**config.mk**
```make
export PLATFORM = sky130hd
export DESIGN_NAME = las_cosdiv
export DESIGN_NICKNAME = d
export VERILOG_FILES = /design/src/rtl/core/las_pkg.sv /design/src/rtl/core/las_cosdiv.sv
export SDC_FILE = /design/constraint.sdc
export NUM_CORES = 2
export LEC_CHECK = 0
export ABC_AREA = 1
export BUFFER_PORTS_ARGS = -buffer_cell sky130_fd_sc_hd__buf_2
export CORE_MARGIN = 2
export CORE_UTILIZATION = 30
export DETAILED_ROUTE_END_ITERATION = 16
export PLACE_DENSITY_LB_ADDON = 0.2
export RECOVER_POWER = 25
export SETUP_SLACK_MARGIN = 0.2
export SLEW_MARGIN = 20
export SYNTH_ARGS = -nofsm -noshare
export SYNTH_HDL_FRONTEND = slang
export SYNTH_SLANG_ARGS = --single-unit
```
**constraint.sdc**
```tcl
create_clock -name clk -period 4.21 [get_ports clk]
set_input_delay 0.421 -clock clk [delete_from_list [all_inputs] [get_ports clk]]
set_output_delay 0.421 -clock clk [all_outputs]
set_load 0.005 [all_outputs]
```
**src/rtl/core/las_pkg.sv**
```systemverilog
`default_nettype none
package las_pkg;

	// APB register map
	localparam int unsigned ADDR_W = 5;

	typedef enum logic [2:0] {
		REG_LIGHT_X,
		REG_LIGHT_Y,
		REG_LIGHT_Z,
		REG_LIGHT_RGB,
		REG_LIGHT_BRIGHT,
		REG_AMB_RGB,
		REG_AMB_BRIGHT,
		REG_FALLOFF
	} reg_idx_t;

	typedef struct packed {
		logic [31:0] light_x;
		logic [31:0] light_y;
		logic [31:0] light_z;
		logic [23:0] light_rgb;
		logic [16:0] light_brightness;
		logic [23:0] ambient_rgb;
		logic [16:0] ambient_brightness;
		logic [31:0] falloff;
	} cfg_t;

	// intermediate values carried down the pipeline
	typedef struct packed {
		logic [63:0]        s;    // sum of squared (shifted) distances
		logic signed [49:0] p;    // normal . distance
		logic               sh;   // distance halved
		logic [31:0]        len;  // floor(sqrt(s))
		logic [16:0]        att;  // attenuation, Q1.16
		logic [20:0]        cos;  // clamped cosine, Q.16
	} item_t;

	// pipeline depths
	localparam int unsigned SQ_STAGES = 16;  // two root bits per stage
	localparam int unsigned AT_STAGES = 9;   // two quotient bits per stage
	localparam int unsigned CD_STAGES = 11;  // two quotient bits per stage
	localparam int unsigned Q_W       = 2 * CD_STAGES;

	typedef struct packed {
		logic [63:0] v;
		logic [63:0] r;
	} sq_t;

	typedef struct packed {
		logic [33:0]    rem;
		logic [Q_W-1:0] num;
		logic [32:0]    dvs;
		logic [Q_W-1:0] quo;
		logic           kill;
	} div_t;

	// one step of the bitwise integer square root
	function automatic sq_t sqrt_step(input sq_t x, input int unsigned j);
		logic [63:0] bit_v;
		logic [63:0] trial;
		sq_t         y;
		bit_v = 64'd1 << (62 - 2 * j);
		trial = x.r + bit_v;
		y = x;
		if (x.v >= trial) begin
			y.v = x.v - trial;
			y.r = (x.r >> 1) + bit_v;
		end else begin
			y.r = x.r >> 1;
		end
		return y;
	endfunction

	// one restoring division step
	function automatic div_t div_step(input div_t x);
		logic [33:0] trial;
		div_t        y;
		trial = {x.rem[32:0], x.num[Q_W-1]};
		y = x;
		y.num = {x.num[Q_W-2:0], 1'b0};
		if (trial >= {1'b0, x.dvs}) begin
			y.rem = trial - {1'b0, x.dvs};
			y.quo = {x.quo[Q_W-2:0], 1'b1};
		end else begin
			y.rem = trial;
			y.quo = {x.quo[Q_W-2:0], 1'b0};
		end
		return y;
	endfunction

endpackage
`default_nettype wire

```
**src/rtl/core/las_cosdiv.sv**
```systemverilog
`default_nettype none
module las_cosdiv
	import las_pkg::*;
(
	input  wire logic   clk,
	input  wire logic   arst_n,
	input  wire logic   adv,
	input  wire logic   in_valid,
	input  item_t       in_item,
	output logic        out_valid,
	output item_t       out_item
);
	logic [51:0] num;
	div_t        dv_init;

	logic  vld_s [CD_STAGES];
	item_t itm_s [CD_STAGES];
	div_t  dv_s  [CD_STAGES];

	// set up (4*p) / len; drop the diffuse term when facing away or at the light
	always_comb begin
		num          = {in_item.p[49:0], 2'b00};
		dv_init      = '0;
		dv_init.rem  = 34'(num[51:Q_W]);
		dv_init.num  = num[Q_W-1:0];
		dv_init.dvs  = {1'b0, in_item.len};
		dv_init.kill = in_item.p[49] || (in_item.p == '0) || (in_item.len == '0);
	end

	for (genvar k = 0; k < CD_STAGES; k++) begin : g_div
		logic  v_in;
		item_t i_in;
		div_t  d_in;
		if (k == 0) begin : g_first
			assign v_in = in_valid;
			assign i_in = in_item;
			assign d_in = dv_init;
		end else begin : g_next
			assign v_in = vld_s[k-1];
			assign i_in = itm_s[k-1];
			assign d_in = dv_s[k-1];
		end

		always_ff @(posedge clk or negedge arst_n) begin
			if (!arst_n) begin
				vld_s[k] <= 1'b0;
			end else if (adv) begin
				vld_s[k] <= v_in;
			end
		end

		always_ff @(posedge clk) begin
			if (adv) begin
				itm_s[k] <= i_in;
				dv_s[k]  <= div_step(div_step(d_in));
			end
		end
	end

	always_comb begin
		out_item     = itm_s[CD_STAGES-1];
		out_item.cos = dv_s[CD_STAGES-1].kill ? 21'd0 : dv_s[CD_STAGES-1].quo[20:0];
	end
	assign out_valid = vld_s[CD_STAGES-1];
endmodule
`default_nettype wire

```
==> qor.yml <==
synth_top_family_by_area: "simple AND/OR/NAND/NOR gates"
antenna_found_initial: 18
syn_area_mm2: 0.121
synth_fa_ha_area_share_pct: 7.57
synth-main-ff-cell: "edfxtp_1"
ys_seq_area_share_pct: 56.3
synth_cell_types: 67
ys_ff_latch: 2277
period_share_pct: 108
die-area_mm2: 0.410
setup.worst_path.start_class: "flip-flop"
drive_above_1_share_pct: 39.7
cts_tree: "yes"
worstPathRequired_ns: 4.87
io_pins: 375
rsz0062_at_grt: "yes"
cap_viol_max_count: 0
synthXorXnorAreaFrac_pct: 3.55
syn-num-nets: 13100
worstMarginPinSlew_ns: 0.940
yosysTopAreaCell: "edfxtp_1"
syn_to_final_growth_pct: 51.0
critPathCaptureType: "flip-flop"
synth_compound_area_share_pct: 8.50
die_w_um: 640
status: "complete, but fails checks"
synth-simple-area-share_pct: 18.7
grt_use_total_pct: 20.1
report.final.slew_viol_count: 0
grt_max_degree: 136
cts_buffers: 268
synth_top_area_share_pct: 56.0
hold_class: "in2reg"
crit_fanout: 8
violations: "setup timing"
clk_pin_slew_worst_paths_ns: 0.06
clock_path_buffers: 4
postSynthAreaPerCell_um2: 9.94
cpPeakStageDelay_ns: 0.40
cp_slowest_cell: "edfxtp_1"
syn_inst: 12200
pre_cts_ws_ns: -0.996
clk_latency_ns: 0.92
port_buffers: 353
vias: 104000
wl_per_cell_um: 19.0
yosys-top-cells-area: "edfxtp_1 56%, nand2_1 9.5%, ha_1 7.2%, inv_1 4.1%, a21oi_1 3.2%"
hold_viol: 0
initial_core_util_pct: 30.1
grt_pass1_vias: 105000
globalplace.congestion: 0.953
critPathMostFrequentCell: "nand2_2"
async_flop_share_pct: 0.483
overflow: 0
drc_errors: 0
via_per_inst: 4.57
crit_type: "reg2reg"
fin_ws_ns: -0.354
grt_pass1_wl_um: 623000
maxClockFrequency_mhz: 219
maxSlewHeadroom_pct: 37.3
clock-root-buffer: "clkbuf_16"
yosys_warnings: 0
period_needed_ns: 4.56
synth_edf_count: 2266
finalNetCount: 18100
final_antenna_net_count: 0
muxShareOfSynthArea_pct: 0.00928
h-tree-depth: 5
synth_common_cells: "3,077 x nand2_1, 2,266 x edfxtp_1, 1,313 x inv_1, 896 x nor2_1, 788 x a21oi_1"
wirelength_um: 433000
finClkSkew_ns: 0.0561
dp_hpwl_um: 335000
dr.pass1.iters: 6
core_area_mm2: 0.403
die_y_um: 640
finalSetupViolations: 268
initialDrtViolationCount: 5897
cts_sinks: 2277
rows: 233
synth.most_common_cell: "nand2_1"
crit_arrival_ns: 5.22
-- per-stage QoR --
stage          hold slack, ns  util, %  instances  area [um2]  TNS (ns)
2_1_floorplan           0.125        -      12200      121000         0
6_report                0.225     45.5      22800      183000    -64.54
5_1_grt                 0.182     45.5      22800      183000   -119.08
4_1_cts                 0.138     43.4      22500      175000    -75.74
3_3_place_gp            0.302     39.3      21700      159000   -208.29
3_5_place_dp            0.306     39.3      21700      159000   -211.05
-- state kept, by name (all words and copies together), names as in the netlist --
| signal | flops |
|---|---|
| out_valid | 1 |
| g_div.v_in | 10 |
| dv_s | 462 |
| itm_s | 1804 |
-- kinds of logic (layout without fill, tap and decap cells) --
logic type      Yosys count  count (layout)
simple gates           5316            5320
compound gates         1843            1843
fa+ha+maj               722             722
mux                       1               1
buf+inv                1559            6773
flops                  2277            2277
xor+xnor                492             492
other cells               0              10
-- layer usage --
layer | GRT usage, % | wire, um
met5 | 0 | 16
met1 | 22.5 | 168000
met4 | 10.9 | 28000
met2 | 37.2 | 222000
met3 | 2.13 | 14800
-- final timing paths --
kind / startpoint / to / slack, ns / cells after the start
min in group asynchronous: arst_n / g_div[1].v_in / 0.56 / 3
worst min register to register: itm_s[0][108] / itm_s[1][108] / 0.39 / 0
worst max-delay path: itm_s[0][62] / dv_s[1][1] / -0.35 / 27
max in group asynchronous: arst_n / g_div[5].v_in / 3.30 / 3
worst max register to register: itm_s[0][62] / dv_s[1][1] / -0.35 / 27
worst min-delay path: in_item[164] / itm_s[0][164] / 0.23 / 2
-- critical path: cells and delay by family, from the launching register on --
kind                       cells  cell delay, ns
and+or+nand+nor               12            1.40
AOI/OAI and AO/OA              5            0.75
DFF                            1            0.40
adders and majority gates      2            0.57
buffers and inverters          8            1.14
-- area by class of cell --
| class | count | area [um2] |
|---|---|---|
| diodes | 10 | 25.0 |
| flip-flops and latches | 2277 | 68300 |
| fillers | 38700 | 220000 |
| repair buffers | 4923 | 38800 |
| inverters | 1365 | 5220 |
| clock inverters | 162 | 1740 |
| repair inverters | 9 | 118 |
| well taps | 5405 | 6760 |
| multi-input cells | 8378 | 55400 |
| clock buffers | 314 | 6960 |
-- timing repair --
item	in CTS	in global routing
pin swaps	208	422
hold endpoints to repair	178	0
cloned	33	33
setup buffers	211	253
endpoints found under the setup margin	307	341
resized for setup	799	1426
hold buffers	168	0
-- layout by cell type, fill, tap and decap left out, types with 180 or more instances in the layout --
cell and instances:
a21oi_1 586, edfxtp_1 2266, nand2_1 2586, xnor2_1 219
ha_1 476, nand3_1 693, buf_2 324, nand2_2 394
o21ai_0 347, inv_2 180, inv_1 1168, buf_4 4109
clkbuf_16 292, ha_4 221, nor2_1 773, xor2_1 257
Power is not shown: default switching activity piles up to over one toggle a cycle in this logic, so the estimate is an artifact.
