<file path="config.mk">
export PLATFORM = sky130hd
export DESIGN_NAME = las_color
export DESIGN_NICKNAME = d
export VERILOG_FILES = /design/src/rtl/core/las_pkg.sv /design/src/rtl/core/las_color.sv
export SDC_FILE = /design/constraint.sdc
export NUM_CORES = 2
export LEC_CHECK = 0
export ABC_AREA = 1
export ABC_CLOCK_PERIOD_IN_PS = 5500
export BUFFER_PORTS_ARGS = -buffer_cell sky130_fd_sc_hd__buf_4
export CORE_ASPECT_RATIO = 1.4
export CORE_UTILIZATION = 58
export DETAILED_ROUTE_END_ITERATION = 8
export MAX_ROUTING_LAYER = met4
export PLACE_DENSITY = 0.8
export RECOVER_POWER = 25
export SLEW_MARGIN = 25
export SYNTH_ARGS = -nofsm -noshare
export SYNTH_HDL_FRONTEND = slang
export SYNTH_SLANG_ARGS = --single-unit
export TNS_END_PERCENT = 50
</file>
<file path="constraint.sdc">
create_clock -name clk -period 5.5 [get_ports clk]
set_input_delay 0.275 -clock clk [delete_from_list [all_inputs] [get_ports clk]]
set_output_delay 0.275 -clock clk [all_outputs]
set_load 0.1 [all_outputs]
</file>
<file path="src/rtl/core/las_pkg.sv">
`default_nettype none
package las_pkg;

	// APB register map
	localparam int unsigned ADDR_W = 5;

	typedef enum logic [2:0] {
		REG_LIGHT_X,
		REG_LIGHT_Y,
		REG_LIGHT_Z,
		REG_LIGHT_RGB,
		REG_LIGHT_BRIGHT,
		REG_AMB_RGB,
		REG_AMB_BRIGHT,
		REG_FALLOFF
	} reg_idx_t;

	typedef struct packed {
		logic [31:0] light_x;
		logic [31:0] light_y;
		logic [31:0] light_z;
		logic [23:0] light_rgb;
		logic [16:0] light_brightness;
		logic [23:0] ambient_rgb;
		logic [16:0] ambient_brightness;
		logic [31:0] falloff;
	} cfg_t;

	// intermediate values carried down the pipeline
	typedef struct packed {
		logic [63:0]        s;    // sum of squared (shifted) distances
		logic signed [49:0] p;    // normal . distance
		logic               sh;   // distance halved
		logic [31:0]        len;  // floor(sqrt(s))
		logic [16:0]        att;  // attenuation, Q1.16
		logic [20:0]        cos;  // clamped cosine, Q.16
	} item_t;

	// pipeline depths
	localparam int unsigned SQ_STAGES = 16;  // two root bits per stage
	localparam int unsigned AT_STAGES = 9;   // two quotient bits per stage
	localparam int unsigned CD_STAGES = 11;  // two quotient bits per stage
	localparam int unsigned Q_W       = 2 * CD_STAGES;

	typedef struct packed {
		logic [63:0] v;
		logic [63:0] r;
	} sq_t;

	typedef struct packed {
		logic [33:0]    rem;
		logic [Q_W-1:0] num;
		logic [32:0]    dvs;
		logic [Q_W-1:0] quo;
		logic           kill;
	} div_t;

	// one step of the bitwise integer square root
	function automatic sq_t sqrt_step(input sq_t x, input int unsigned j);
		logic [63:0] bit_v;
		logic [63:0] trial;
		sq_t         y;
		bit_v = 64'd1 << (62 - 2 * j);
		trial = x.r + bit_v;
		y = x;
		if (x.v >= trial) begin
			y.v = x.v - trial;
			y.r = (x.r >> 1) + bit_v;
		end else begin
			y.r = x.r >> 1;
		end
		return y;
	endfunction

	// one restoring division step
	function automatic div_t div_step(input div_t x);
		logic [33:0] trial;
		div_t        y;
		trial = {x.rem[32:0], x.num[Q_W-1]};
		y = x;
		y.num = {x.num[Q_W-2:0], 1'b0};
		if (trial >= {1'b0, x.dvs}) begin
			y.rem = trial - {1'b0, x.dvs};
			y.quo = {x.quo[Q_W-2:0], 1'b1};
		end else begin
			y.rem = trial;
			y.quo = {x.quo[Q_W-2:0], 1'b0};
		end
		return y;
	endfunction

endpackage
`default_nettype wire

</file>
<file path="src/rtl/core/las_color.sv">
`default_nettype none
module las_color
	import las_pkg::*;
(
	input  wire logic       clk,
	input  wire logic       arst_n,
	input  wire logic       adv,
	input  wire logic       in_valid,
	input  item_t           in_item,
	input  cfg_t            cfg,
	output logic            out_valid,
	output logic [7:0]      red,
	output logic [7:0]      green,
	output logic [7:0]      blue
);
	logic [2:0][7:0]  lc;
	logic [2:0][7:0]  ac;
	logic [24:0]      amb [3];
	logic [30:0]      lp  [3];
	logic [15:0]      sum [3];

	logic             vld_s1, vld_s2, vld_s3, vld_s4;
	logic [37:0]      t_s1;
	logic [38:0]      b_s2;
	logic [2:0][8:0]  amb_s1, amb_s2, amb_s3;
	logic [2:0][14:0] lp_s3;
	logic [2:0][7:0]  rgb_s4;

	assign lc = {cfg.light_rgb[23:16], cfg.light_rgb[15:8], cfg.light_rgb[7:0]};
	assign ac = {cfg.ambient_rgb[23:16], cfg.ambient_rgb[15:8], cfg.ambient_rgb[7:0]};

	// per-channel products, blue at index 0
	always_comb begin
		for (int i = 0; i < 3; i++) begin
			amb[i] = ac[i] * cfg.ambient_brightness;
			lp[i]  = lc[i] * b_s2[38:16];
			sum[i] = 16'(lp_s3[i]) + 16'(amb_s3[i]);
		end
	end

	always_ff @(posedge clk or negedge arst_n) begin
		if (!arst_n) begin
			vld_s1 <= 1'b0;
			vld_s2 <= 1'b0;
			vld_s3 <= 1'b0;
			vld_s4 <= 1'b0;
		end else if (adv) begin
			vld_s1 <= in_valid;
			vld_s2 <= vld_s1;
			vld_s3 <= vld_s2;
			vld_s4 <= vld_s3;
		end
	end

	// scale cosine by attenuation, then by light ratio, then colour; add ambient and saturate
	always_ff @(posedge clk) begin
		if (adv) begin
			t_s1 <= in_item.cos * in_item.att;
			for (int i = 0; i < 3; i++) begin
				amb_s1[i] <= amb[i][24:16];
				lp_s3[i]  <= lp[i][30:16];
				rgb_s4[i] <= (sum[i] > 16'd255) ? 8'd255 : sum[i][7:0];
			end
			b_s2   <= t_s1[37:16] * cfg.light_brightness;
			amb_s2 <= amb_s1;
			amb_s3 <= amb_s2;
		end
	end

	assign out_valid = vld_s4;
	assign red       = rgb_s4[2];
	assign green     = rgb_s4[1];
	assign blue      = rgb_s4[0];
endmodule
`default_nettype wire

</file>
==> flow_summary.yaml <==
worst_setup_path:
  path_cells: "buf_6, nand2_1, inv_1, fa_1, inv_1, fa_1, fa_1, inv_1, fa_1, fa_1, fa_1, ha_4, a21oi_2, buf_4, nor2_1, nor2_1, o21ai_0, inv_1, nor2_2, nor2_1, nand2_1, nand2_1, nand2_1"
  cp.arrival_ns: 5.78
  worst-r2r-setup-slack_ns: -0.05
  reg2reg_depth: 23
  cp_common_cell: "fa_1"
  cpPeakStageDelay_ns: 0.60
  path_class: "reg -> reg"
  cp_slowest_cell: "fa_1"
  r2r_start: "t_s1[30]"
  rr_endpoint: "b_s2[35]"
  crit_fanout: 4
  required_ns: 5.73
  start_kind: "flip-flop"
  end_kind: "flip-flop"
clocking:
  cts.sinks: 199
  clock_latency_ns: 0.49
  cts-buffers-inserted: 17
  clock-root-buffer: "clkbuf_16"
  htreeDepth: 4
  path_clk_slew_ns: 0.09
  cts_tree: "yes"
  clk_path_buf_depth: 2
grt:
  antenna_found_initial: 6
  grt_overflow: 0
  grt_usage: 0.317
  grt_first_pass_wirelength_microns: 271000
  grt_max_degree: 157
  grt_pass1_vias: 57600
sta:
  maxSlewHeadroom: -0.723
  worst_pin_slew_ns: 2.58
  finalHoldViolCount: 0
  layout_setup_ws_ns: -0.0505
  skew_ns: 0.0216
  slew_violations: 48
  finalSetupViolations: 2
  period_minus_slack_ns: 5.55
  fin_crit_sh: 1.01
  rsz0062_at_grt: "yes"
  max_clock_freq_mhz: 180
detailed_routing:
  finalWirelength_microns: 162000
  vias: 52700
  dr.pass1.iters: 7
  routedWlPerCell_microns: 16.3
  dr.first_iter.drc_count: 3290
  drcViolationCount: 0
  drtAntennaViolNets: 0
  vias_per_cell: 5.30
floorplan:
  rows: 142
  dieArea_sq_um: 110000
  pin_count: 424
  die_x_microns: 281
  core_sq_um: 107000
  initial_utilization: 0.587
  die_h_microns: 392
hold_path:
  hold_class: "in -> reg"
  whs_endpoint: "vld_s1"
  min_delay_path_depth: 3
  hold_start: "in_valid"
flow_run:
  maxCapViolCount: 1
placement:
  gp_congestion: 0.973
  place_ws_ns: -0.179
  post_dp_cell_area_sq_um: 67100
  dpl.hpwl_microns: 135000
  port_buffers: 148
finish:
  area_growth_pct: 8.22
  fillers: 9279
  final_layout_size_suffix_gt1_frac: 0.0693
  multiInputGateArea_sq_um: 47800
  utilization: 0.635
  stdcell_area_sq_um: 68300
  regArea_sq_um: 5960
  nets: 10600
synth:
  syn_inst: 8352
  syn_area_per_cell_sq_um: 7.55
  synthesis.area_sq_um: 63100
  ys_seq_area_frac: 0.0944
  async_flop_share: 0.0201
  synth_seq_cells: 199
  ys_warn_count: 0
  syn_nets: 10500
  synth-edff-count: 195
  yosys_most_used_dff: "edfxtp_1"
  ys_types: 46
run_status:
  violations: "capacitance limit, slew limit, setup timing"
  status: "finished with violations"
-- registers in the layout, indices dropped and copies added, names as in the netlist --
name,cells
out_valid,1
b_s2,23
vld_s3,1
t_s1,22
lp_s3,45
vld_s1,1
amb_s1,27
amb_s3,27
vld_s2,1
green,8
blue,8
amb_s2,27
red,8
-- worst max path at each step --
stage,slack (ns),startpoint,to
2_1_floorplan,0.02,t_s1[28],b_s2[26]
3_3_place_gp,-0.09,t_s1[30],b_s2[34]
3_5_place_dp,-0.18,in_item[14],t_s1[31]
4_1_cts,0.0005,t_s1[30],b_s2[36]
5_1_grt,-0.30,t_s1[30],b_s2[35]
6_report,-0.05,t_s1[30],b_s2[35]
-- through the flow --
stage / TNS, ns / hold slack, ns / cells
floorplan: 0 / -0.0206 / 8352
global placement: -0.429 / 0.0738 / 9893
detailed placement: -1.98 / 0.0764 / 9893
CTS: 0 / 0.0218 / 9928
global route: -2.41 / 0.0635 / 9943
finish: -0.0580 / 0.0516 / 9943
-- Yosys cell counts (3+ instances only) --
library cell	n	share of area
a211oi_1	7	0.00083
a21boi_0	15	0.0018
a21o_1	41	0.0049
a21oi_1	237	0.019
a31oi_1	10	0.00099
and3_1	4	0.00040
buf_2	4	0.00032
clkbuf_1	318	0.019
clkbuf_2	3	0.00024
dfrtp_1	4	0.0016
edfxtp_1	195	0.093
fa_1	1224	0.39
ha_1	518	0.10
inv_1	2273	0.14
nand2_1	2477	0.15
nand2_2	5	0.00050
nand3_1	224	0.018
nand3b_1	9	0.0011
nand4_1	35	0.0035
nor2_1	346	0.021
nor2_4	6	0.0011
nor3_1	77	0.0061
nor4_1	8	0.00079
o211ai_1	6	0.00071
o21a_1	13	0.0015
o21ai_0	133	0.011
o21ai_1	12	0.00095
o21bai_1	35	0.0042
or2_2	6	0.00060
xnor2_1	32	0.0044
xor2_1	52	0.0072
-- placed cells by master (no fill, tap or decap), drive strengths merged, types with 7 or more instances in the layout --
cell / netlist / routed
a31oi: 10 / 10
buf: 8 / 439
nand3: 225 / 225
o21bai: 37 / 37
inv: 2273 / 2280
o21ai: 147 / 147
fa: 1224 / 1224
or2: 8 / 8
nand4: 35 / 35
nor4: 8 / 8
a211oi: 7 / 7
o21a: 13 / 13
nand3b: 9 / 9
clkbuf: 321 / 19
xor2: 52 / 52
nor2: 354 / 354
edfxtp: 195 / 195
a21o: 41 / 41
clkinv: 0 / 7
nor3: 78 / 78
xnor2: 32 / 32
a21boi: 16 / 16
a21oi: 239 / 239
ha: 518 / 518
nand2: 2482 / 2482
-- critical path: cells and delay by family (launching register included) --
kind / cells / cell delay [ns]
buffers and inverters: 6 / 0.57
AOI/OAI and AO/OA: 2 / 0.28
adders and majority gates: 7 / 3.32
and+or+nand+nor: 8 / 0.62
DFF: 1 / 0.49
-- logic make-up after synthesis --
family,Yosys count,synth area share
compound gates,521,0.0469
xor+xnor,84,0.0117
fa+ha+maj,1742,0.491
buf+inv,2602,0.155
flops,199,0.0944
simple gates,3204,0.201
-- area by class of cell --
class / count / share of cell area
clock inverter: 15 / 0.00271
tap: 1440 / 0.0264
sequential: 199 / 0.0873
clock buffer: 17 / 0.00623
timing repair buffer: 442 / 0.0518
antenna: 6 / 0.000220
multi-input combinational: 5551 / 0.700
inverter: 2273 / 0.125
-- repair_timing --
item | in CTS | in global routing
buffers inserted | 2 | 9
gates resized for setup | 26 | 95
cloned | 0 | 0
pin swaps | 2 | 20
hold buffers | 1 | 0
setup endpoints to repair | 15 | 23
endpoints found under the hold margin | 4 | 0
-- routing by layer --
layer	GRT usage	part of all wire	up-vias
met4	0.148	0.048	0
met1	0.350	0.37	25700
met3	0.0324	0.060	570
met2	0.572	0.52	1956
li1	-	-	24500
met5	-	0	-
Power is left out: the tool's default activity adds up to more than one toggle a clock period on the data nets, which glitch-free logic cannot reach.
