### config.mk
export PLATFORM = sky130hd
export DESIGN_NAME = las_cfg
export DESIGN_NICKNAME = d
export VERILOG_FILES = /design/src/rtl/core/las_pkg.sv /design/src/rtl/core/las_cfg.sv
export SDC_FILE = /design/constraint.sdc
export NUM_CORES = 1
export LEC_CHECK = 0
export BUFFER_PORTS_ARGS = -buffer_cell sky130_fd_sc_hd__buf_4
export CORE_MARGIN = 2
export CORE_UTILIZATION = 47
export DETAILED_ROUTE_END_ITERATION = 10
export HOLD_SLACK_MARGIN = 0.03
export PLACE_DENSITY = 0.76
export SYNTH_ARGS = -nofsm -noshare
export SYNTH_HDL_FRONTEND = slang
export SYNTH_SLANG_ARGS = --single-unit
### constraint.sdc
create_clock -name clk -period 1.2 [get_ports clk]
set_input_delay 0.06 -clock clk [delete_from_list [all_inputs] [get_ports clk]]
set_output_delay 0.06 -clock clk [all_outputs]
set_load 0.01 [all_outputs]
### src/rtl/core/las_pkg.sv
`default_nettype none
package las_pkg;

	// APB register map
	localparam int unsigned ADDR_W = 5;

	typedef enum logic [2:0] {
		REG_LIGHT_X,
		REG_LIGHT_Y,
		REG_LIGHT_Z,
		REG_LIGHT_RGB,
		REG_LIGHT_BRIGHT,
		REG_AMB_RGB,
		REG_AMB_BRIGHT,
		REG_FALLOFF
	} reg_idx_t;

	typedef struct packed {
		logic [31:0] light_x;
		logic [31:0] light_y;
		logic [31:0] light_z;
		logic [23:0] light_rgb;
		logic [16:0] light_brightness;
		logic [23:0] ambient_rgb;
		logic [16:0] ambient_brightness;
		logic [31:0] falloff;
	} cfg_t;

	// intermediate values carried down the pipeline
	typedef struct packed {
		logic [63:0]        s;    // sum of squared (shifted) distances
		logic signed [49:0] p;    // normal . distance
		logic               sh;   // distance halved
		logic [31:0]        len;  // floor(sqrt(s))
		logic [16:0]        att;  // attenuation, Q1.16
		logic [20:0]        cos;  // clamped cosine, Q.16
	} item_t;

	// pipeline depths
	localparam int unsigned SQ_STAGES = 16;  // two root bits per stage
	localparam int unsigned AT_STAGES = 9;   // two quotient bits per stage
	localparam int unsigned CD_STAGES = 11;  // two quotient bits per stage
	localparam int unsigned Q_W       = 2 * CD_STAGES;

	typedef struct packed {
		logic [63:0] v;
		logic [63:0] r;
	} sq_t;

	typedef struct packed {
		logic [33:0]    rem;
		logic [Q_W-1:0] num;
		logic [32:0]    dvs;
		logic [Q_W-1:0] quo;
		logic           kill;
	} div_t;

	// one step of the bitwise integer square root
	function automatic sq_t sqrt_step(input sq_t x, input int unsigned j);
		logic [63:0] bit_v;
		logic [63:0] trial;
		sq_t         y;
		bit_v = 64'd1 << (62 - 2 * j);
		trial = x.r + bit_v;
		y = x;
		if (x.v >= trial) begin
			y.v = x.v - trial;
			y.r = (x.r >> 1) + bit_v;
		end else begin
			y.r = x.r >> 1;
		end
		return y;
	endfunction

	// one restoring division step
	function automatic div_t div_step(input div_t x);
		logic [33:0] trial;
		div_t        y;
		trial = {x.rem[32:0], x.num[Q_W-1]};
		y = x;
		y.num = {x.num[Q_W-2:0], 1'b0};
		if (trial >= {1'b0, x.dvs}) begin
			y.rem = trial - {1'b0, x.dvs};
			y.quo = {x.quo[Q_W-2:0], 1'b1};
		end else begin
			y.rem = trial;
			y.quo = {x.quo[Q_W-2:0], 1'b0};
		end
		return y;
	endfunction

endpackage
`default_nettype wire

### src/rtl/core/las_cfg.sv
`default_nettype none
module las_cfg
	import las_pkg::*;
(
	input  wire logic              clk,
	input  wire logic              arst_n,
	input  wire logic              psel,
	input  wire logic              penable,
	input  wire logic              pwrite,
	input  wire logic [ADDR_W-1:0] paddr,
	input  wire logic [31:0]       pwdata,
	output logic      [31:0]       prdata,
	output logic                   pready,
	output cfg_t                   cfg
);
	cfg_t     cfg_q;
	reg_idx_t idx;
	logic     wr;

	assign idx    = reg_idx_t'(paddr[ADDR_W-1:2]);
	assign wr     = psel && penable && pwrite;
	assign pready = 1'b1;
	assign cfg    = cfg_q;

	// write registers, keeping only each register's width
	always_ff @(posedge clk or negedge arst_n) begin
		if (!arst_n) begin
			cfg_q.light_x            <= '0;
			cfg_q.light_y            <= '0;
			cfg_q.light_z            <= '0;
			cfg_q.light_rgb          <= 24'hFFFFFF;
			cfg_q.light_brightness   <= '0;
			cfg_q.ambient_rgb        <= 24'hFFFFFF;
			cfg_q.ambient_brightness <= '0;
			cfg_q.falloff            <= '0;
		end else if (wr) begin
			case (idx)
				REG_LIGHT_X:      cfg_q.light_x            <= pwdata;
				REG_LIGHT_Y:      cfg_q.light_y            <= pwdata;
				REG_LIGHT_Z:      cfg_q.light_z            <= pwdata;
				REG_LIGHT_RGB:    cfg_q.light_rgb          <= pwdata[23:0];
				REG_LIGHT_BRIGHT: cfg_q.light_brightness   <= pwdata[16:0];
				REG_AMB_RGB:      cfg_q.ambient_rgb        <= pwdata[23:0];
				REG_AMB_BRIGHT:   cfg_q.ambient_brightness <= pwdata[16:0];
				REG_FALLOFF:      cfg_q.falloff            <= pwdata;
				default: ;
			endcase
		end
	end

	// read back
	always_comb begin
		case (idx)
			REG_LIGHT_X:      prdata = cfg_q.light_x;
			REG_LIGHT_Y:      prdata = cfg_q.light_y;
			REG_LIGHT_Z:      prdata = cfg_q.light_z;
			REG_LIGHT_RGB:    prdata = {8'd0, cfg_q.light_rgb};
			REG_LIGHT_BRIGHT: prdata = {15'd0, cfg_q.light_brightness};
			REG_AMB_RGB:      prdata = {8'd0, cfg_q.ambient_rgb};
			REG_AMB_BRIGHT:   prdata = {15'd0, cfg_q.ambient_brightness};
			REG_FALLOFF:      prdata = cfg_q.falloff;
			default:          prdata = '0;
		endcase
	end
endmodule
`default_nettype wire

==> results.tsv, run 1 <==
stage	metric	value	unit
detailed_routing	initialDrtViolationCount	461	
synth	netlist_area	9710	µm²
synth	synth_top_area_share	41.7	%
detailed_routing	via_count	8019	
placement	place_ws	-0.335	ns
layout	drive_above_1_share	64.2	%
grt	antenna_found_initial	0	
synth	synthArstFlopShare	100	%
sta	setup_viol_count_final	92	
critical_path	worstPathMaxFanout	2	
power_and_ir_drop	pwr-share-seq	39.4	%
power_and_ir_drop	internal_power	17.9	mW
job	cap_violations	0	
placement	dp_hpwl	20700	µm
synth	synth_seq_area_share	54.7	%
floorplanning	fp.dieH	148	µm
synth	synth-edff-count	0	
power_and_ir_drop	p_sw_share	29.6	%
critical_path	worst_setup_path_start_kind	flop	
floorplanning	die_w	148	µm
synth	syn_inst	722	
floorplanning	io_pins	285	
critical_path	end_kind	output pin	
power_and_ir_drop	switchingPower	7.51	mW
grt	grt_max_degree	49	
layout	syn_to_final_growth	57.1	%
critical_path	reg2reg_depth	3	
placement	numPortBuffers	281	
power_and_ir_drop	clockPowerShare	26.8	%
sta	min_period	1.80	ns
grt	track_usage	28.6	%
power_and_ir_drop	ir_worst_vdd	1.18	mV
clock_tree	cts_buffer_depth	3	
critical_path	cp.required	1.14	ns
clock_tree	cts_root_buf	clkbuf_16	
critical_path	critical_path_class	flop to output pin	
clock_tree	cts_tree	built	
sta	worst_slack	-0.595	ns
sta	clock.fmax	0.557	GHz
sta	hold_viol	0	
synth	ys_types	38	
sta	rsz0062_at_grt	true	
synth	yosys-top-cells-area	dfrtp_1 (42%), mux2_2 (20%), dfstp_2 (13%), mux2i_1 (5.8%), mux2_4 (4.6%)	
detailed_routing	routed_wl	32900	µm
critical_path	critPathSlowestCell	mux4_2	
placement	gp_congestion	0.846	
floorplanning	start_util	48.0	%
sta	fin_setup_tns	-17.99	ns
sta	slew_violations	0	
grt	first_global_vias	8297	
detailed_routing	route.detailed.wl_per_inst	22.8	µm
synth	synth_most_common_cell	mux2_2	
synth	yosys-top-cells-count	mux2_2 (172), dfrtp_1 (162), mux2i_1 (56)	
power_and_ir_drop	pwr-share-comb	33.9	%
clock_tree	cts-htree-levels	1	
clock_tree	cts_buffers	23	
floorplanning	rows	52	
sta	finalCritPeriodShare	150	%
synth	ys_seq_elements	210	
layout	n_antenna_cell	0	
worst_hold_path	hold_path.class	input pin to asynchronous set/reset pin	
outcome	outcome	finished with violations	
power_and_ir_drop	p_leak	7.38	nW
clock_tree	cts.sinks	210	
layout	fillCellCount	1219	
synth	synth_warnings	0	
clock_tree	clkTransAtPathRegs	0.06	ns
detailed_routing	drc	0	
synth	synth-main-ff-cell	dfrtp_1	
detailed_routing	routed_via_density	5.55	
grt	overflow	0	
outcome	violations	negative setup slack	
critical_path	r2r-end	cfg[3]	
critical_path	slowest_delay	0.46	ns
synth	synth_area_leader_cell	dfrtp_1	
synth	avgSynthCellArea	13.5	µm²
synth	syn_nets	764	
power_and_ir_drop	powerDensity	1670	nW/µm²
clock_tree	clk_latency	0.50	ns
layout	largest_reg_flops	210	
critical_path	cp.arrival	1.74	ns
critical_path	r2r_slack	0.19	ns
detailed_routing	first_pass_iters	5	
critical_path	reg2reg_from	cfg[3]	
detailed_routing	ant_nets	0	
critical_path	cp_cell_sequence	mux4_2 > a22o_1 > buf_6	
floorplanning	die-area	21800	µm²
floorplanning	design.core.area	20200	µm²
layout	finalNetCount	1199	
sta	fin_worst_skew	0	ns
grt	grt_pass1_wl	48500	µm
kinds of logic (layout without fill, tap and decap cells):
kind of cell | count (synthesis) | count (layout) | share of synthesized area [%]
compound gates | 98 | 98 | 6.72
flops | 210 | 210 | 54.7
mux | 262 | 262 | 31.2
buf+inv | 58 | 510 | 2.86
other cells | 1 | 1 | 0.0386
simple gates | 93 | 93 | 4.51
power groups by stage:
stage               Clock (mW)  Combinational (mW)  Sequential, mW
floorplan                    0                2.48            10.4
global placement             0                6.72            9.96
detailed placement           0                6.88            9.98
CTS                       6.87                8.07            9.91
global route              7.24                9.05            10.2
finish                    6.80                8.60            10.0
placed cells by master, fill, tap and decap left out, drive strengths merged, types with 2 or more instances in the layout:
cell	count
clkinv	4
buf	426
nor2b	8
a21oi	27
o21bai	8
dfstp	48
nor2	46
clkbuf	38
dlygate4sd3	33
a211oi	18
a211o	2
nand3	3
mux4	3
o22a	14
o22ai	14
nand2	20
nand2b	6
nor3b	3
a222oi	2
mux2i	56
dfrtp	162
o21ai	10
or3	2
mux2	203
inv	9
repair_timing:
item | 4_1_cts | 5_1_grt
resized for setup | 139 | 74
setup buffers | 43 | 43
pin swaps | 56 | 32
hold endpoints to repair | 408 | 0
setup endpoints to repair | 93 | 117
hold buffers | 33 | 0
layer usage:
metal / track usage [%] / vias to the layer above / part of all wire [%]
met4: 10.4 / 0 / 3.5
met3: 4.63 / 73 / 6.0
met5: 0 / - / 0
met2: 49.2 / 348 / 51
li1: - / 3482 / -
met1: 36.8 / 4116 / 40
stage by stage:
stage	instances	util, %	hold slack [ns]	total power, mW	cell area, µm²
floorplan	722	-	-0.236	12.9	10000
finish	1444	75.4	0.0456	25.4	15300
global route	1444	75.4	0.0598	26.5	15300
CTS	1421	73.6	0.0360	24.9	14900
detailed placement	1308	64.4	-0.00991	16.9	13000
global placement	1308	64.4	-0.00920	16.7	13000
worst max-delay path by stage:
stage	cells past startpoint	to	from	slack, ns
floorplan	6	cfg[178]	paddr[3]	-0.20
global placement	5	cfg[179]	paddr[3]	-0.30
detailed placement	5	cfg[204]	paddr[3]	-0.33
CTS	5	prdata[4]	cfg[53]	-0.59
global route	5	prdata[4]	cfg[53]	-0.67
finish	3	prdata[23]	cfg[23]	-0.60
final cells by class:
| cell class | instances | area [µm²] | area share [%] |
|---|---|---|---|
| well taps | 270 | 338 | 2.21 |
| clock buffers | 37 | 688 | 4.51 |
| clock inverters | 5 | 28.8 | 0.189 |
| flip-flops and latches | 210 | 5320 | 34.8 |
| multi-input cells | 454 | 4450 | 29.2 |
| repair buffers | 460 | 4410 | 28.9 |
| inverters | 8 | 30.0 | 0.197 |
critical path: cells and delay by family, from the launching register on:
family	cells	cell delay, ns
compound gates	1	0.25
mux	1	0.46
flops	1	0.39
buf+inv	1	0.13
Note: power is estimated with default switching activity, not from simulation.
==> run 2: changes to the inputs <==
--- a/config.mk
+++ b/config.mk
@@ -5,12 +5,13 @@
 export SDC_FILE = /design/constraint.sdc
 export NUM_CORES = 1
 export LEC_CHECK = 0
+export ABC_AREA = 1
 export BUFFER_PORTS_ARGS = -buffer_cell sky130_fd_sc_hd__buf_4
 export CORE_MARGIN = 2
 export CORE_UTILIZATION = 47
 export DETAILED_ROUTE_END_ITERATION = 10
 export HOLD_SLACK_MARGIN = 0.03
-export PLACE_DENSITY = 0.76
+export PLACE_DENSITY = 0.77
 export SYNTH_ARGS = -nofsm -noshare
 export SYNTH_HDL_FRONTEND = slang
 export SYNTH_SLANG_ARGS = --single-unit
==> run 2 against run 1 <==
Compared with the run above: the flow still finishes with violations (negative setup slack); clock skew did not move; combinational power up 7.9%; synthesized area shrank 1.2%; total power rose by 4.7%; via count grew 35%; clock power is 6.5% higher; final area up 3.0%; critical path depth increased by 2; utilization rose by 2.5 points; sequential power is essentially flat; count of clock-buffer cells in the layout down 1; critical endpoint is now prdata[11]; highest routed layer unchanged.
==> results.tsv, run 2 <==
stage	metric	value	unit	change
outcome	outcome	finished with violations		
outcome	violations	negative setup slack		
sta	worst_slack	-0.438	ns	+0.157 ns
synth	syn_inst	1145		+59%
floorplanning	die_w	147	µm	-0.59%
clock_tree	cts_buffers	22		-4.3%
critical_path	slowest_delay	0.56	ns	+0.10 ns
sta	min_period	1.64	ns	-0.157 ns
power_and_ir_drop	powerDensity	1690	nW/µm²	+1.7%
floorplanning	fp.dieH	147	µm	-0.59%
layout	final_common_cell	nand2_1		
sta	slew_violations	0		unchanged
critical_path	end_kind	output pin		
layout	multi_input_area	3910	µm²	-12%
critical_path	worst_setup_path_start_kind	flop		
sta	setup_viol_count_final	113		+23%
grt	track_usage	33.3	%	+4.6 points
layout	seq_area	5320	µm²	unchanged
clock_tree	cts_tree	built		
layout	n_antenna_cell	0		unchanged
clock_tree	cts-htree-levels	1		unchanged
synth	yosys-top-cells-count	nand2_1 (285), dfrtp_1 (162), nand4_1 (122)		
sta	rsz0062_at_grt	true		
power_and_ir_drop	ir_worst_vdd	0.953	mV	-19%
floorplanning	rows	52		unchanged
placement	numPortBuffers	281		unchanged
sta	hold_viol	0		unchanged
clock_tree	clk_latency	0.49	ns	about the same
synth	synth_seq_area_share	55.4	%	+0.66 points
layout	finalNetCount	1632		+36%
grt	grt_pass1_wl	56700	µm	+17%
critical_path	critical_path_class	flop to output pin		
critical_path	cp_cell_sequence	nand4_1 > nand2_1 > nor2_2 > nand3_4 > buf_6		
floorplanning	io_pins	285		unchanged
critical_path	cp.arrival	1.58	ns	-0.16 ns
detailed_routing	route.detailed.wl_per_inst	20.8	µm	-8.7%
critical_path	critPathSlowestCell	dfstp_2		
synth	synth-edff-count	0		unchanged
power_and_ir_drop	power.total	26.6	mW	+4.7%
grt	antenna_found_initial	0		unchanged
synth	yosys-top-cells-area	dfrtp_1 (42%), dfstp_2 (13%), nand2_1 (11%), nand4_1 (8.0%), o21ai_0 (5.8%)		
synth	synth_most_common_cell	nand2_1		
synth	ys_seq_elements	210		unchanged
power_and_ir_drop	p_sw_share	31.5	%	+2.0 points
sta	fin_setup_tns	-14.38	ns	+3.61 ns
grt	first_global_vias	10200		+22%
detailed_routing	via_count	10800		+35%
synth	synthArstFlopShare	100	%	unchanged
job	cap_violations	0		unchanged
sta	finalCritPeriodShare	137	%	-13 points
detailed_routing	ant_nets	0		unchanged
layout	largest_reg_flops	210		unchanged
floorplanning	start_util	47.6	%	-0.42 points
clock_tree	cts_buffer_depth	3		unchanged
synth	syn_nets	1187		+55%
synth	synth_warnings	0		unchanged
power_and_ir_drop	switchingPower	8.38	mW	+12%
placement	gp_congestion	0.926		+9.4%
synth	synth_top_area_share	42.2	%	+0.51 points
sta	fin_worst_skew	0	ns	unchanged
clock_tree	cts.sinks	210		unchanged
detailed_routing	drc	0		unchanged
detailed_routing	routed_via_density	5.77		+3.9%
power_and_ir_drop	pwr-share-seq	37.9	%	-1.5 points
power_and_ir_drop	internal_power	18.2	mW	+1.8%
sta	clock.fmax	0.610	GHz	+9.6%
synth	netlist_area	9600	µm²	-1.2%
worst_hold_path	hold_path.class	input pin to asynchronous set/reset pin		
floorplanning	die-area	21600	µm²	-1.2%
detailed_routing	routed_wl	39000	µm	+19%
layout	layout_common_cells	nand2_1 (274), buf_6 (223), buf_4 (220)		
floorplanning	design.core.area	20200	µm²	-0.32%
synth	avgSynthCellArea	8.38	µm²	-38%
layout	syn_to_final_growth	63.7	%	
clock_tree	clkTransAtPathRegs	0.06	ns	about the same
power_and_ir_drop	clockPowerShare	27.2	%	+0.4 points
detailed_routing	initialDrtViolationCount	885		+92%
grt	overflow	0		unchanged
critical_path	worstPathMaxFanout	2		unchanged
synth	synth_area_leader_cell	dfrtp_1		
clock_tree	cts_root_buf	clkbuf_16		
synth	synth-main-ff-cell	dfrtp_1		
grt	grt_max_degree	49		unchanged
critical_path	cp.required	1.14	ns	about the same
power_and_ir_drop	p_leak	7.83	nW	+6.0%
detailed_routing	first_pass_iters	6		+1
layout	drive_above_1_share	39.3	%	-25 points
layout	fillCellCount	1295		+6.2%
placement	dp_hpwl	23500	µm	+14%
synth	ys_types	24		-37%
power_and_ir_drop	pwr-share-comb	34.9	%	+1.0 points
## run 2: cell types whose count changed in the layout (fill, tap and decap cells not counted), sizes merged, moves of 14 or more
cell    delta
o22ai     -14
buf       +47
o22a      -14
nand2    +268
a211oi    -18
nor2      +57
nand4    +121
inv       +59
mux2     -203
mux2i     -56
nand3     +42
o21ai    +166
## run 2: layer usage
layer,track usage [%],vias to the layer above,share of wire [%]
met2,55.9,774,48
met1,41.8,5147,36
met3,6.83,160,10
li1,-,4733,-
met4,14.9,0,5.6
met5,0,-,0
## run 2: worst paths after layout
check / from / endpoint / slack, ns / cells after the start
worst max-delay path: cfg[101] / prdata[11] / -0.44 / 5
max in group asynchronous: arst_n / cfg[95] / 0.50 / 3
worst min register to register: cfg[100] / cfg[100] / 0.51 / 2
worst min-delay path: arst_n / cfg[12] / 0.08 / 2
min in group clk: paddr[3] / cfg[81] / 0.23 / 7
worst max register to register: cfg[99] / cfg[99] / 0.09 / 6
## run 2: kinds of logic after synthesis
family | after synthesis | synth area share, %
flops | 210 | 55.4
other cells | 1 | 0.0391
simple gates | 562 | 26.4
buf+inv | 155 | 6.69
compound gates | 217 | 11.5
## run 2: power by group through the flow
| stage | clock (mW) | combinational [mW] | sequential (mW) |
|---|---|---|---|
| final | 7.24 | 9.28 | 10.1 |
| after global routing | 7.56 | 9.86 | 10.2 |
| after CTS | 7.24 | 8.37 | 9.94 |
| after detailed placement | 0 | 6.39 | 10.1 |
| after global placement | 0 | 6.21 | 10.1 |
| after floorplan | 0 | 1.91 | 10.5 |
## run 2: cell type report
class                           instances  area share (%)
Timing Repair Buffer                  508            32.7
Tap cell                              270            2.15
Sequential cell                       210            33.8
Clock buffer                           36            4.42
Clock inverter                          3           0.414
Multi-Input combinational cell        780            24.9
Inverter                               68            1.64
## run 2: what timing repair did
action | 4_1_cts | 5_1_grt
buffers inserted | 80 | 65
pin swaps | 77 | 45
resized for setup | 222 | 96
hold endpoints to repair | 379 | 0
endpoints found under the setup margin | 85 | 130
gates cloned | 0 | 1
hold buffers | 33 | 0
## run 2: critical path: cells and delay by family, from the launching register on
family        cells  cell delay, ns
flops             1            0.56
simple gates      4            0.42
buf+inv           1            0.10
## run 2: through the flow
| step | cell area, µm² | setup slack (ns) | cells | utilization, % | hold slack (ns) |
|---|---|---|---|---|---|
| 3_5_place_dp | 12600 | -0.207 | 1687 | 62.6 | 0.0279 |
| 3_3_place_gp | 12600 | -0.187 | 1687 | 62.6 | 0.0286 |
| 4_1_cts | 15100 | -0.376 | 1832 | 74.9 | 0.0736 |
| 5_1_grt | 15700 | -0.479 | 1875 | 77.9 | 0.0898 |
| 6_report | 15700 | -0.438 | 1875 | 77.9 | 0.0786 |
| 2_1_floorplan | 9600 | 0.0433 | 1145 | - | -0.236 |
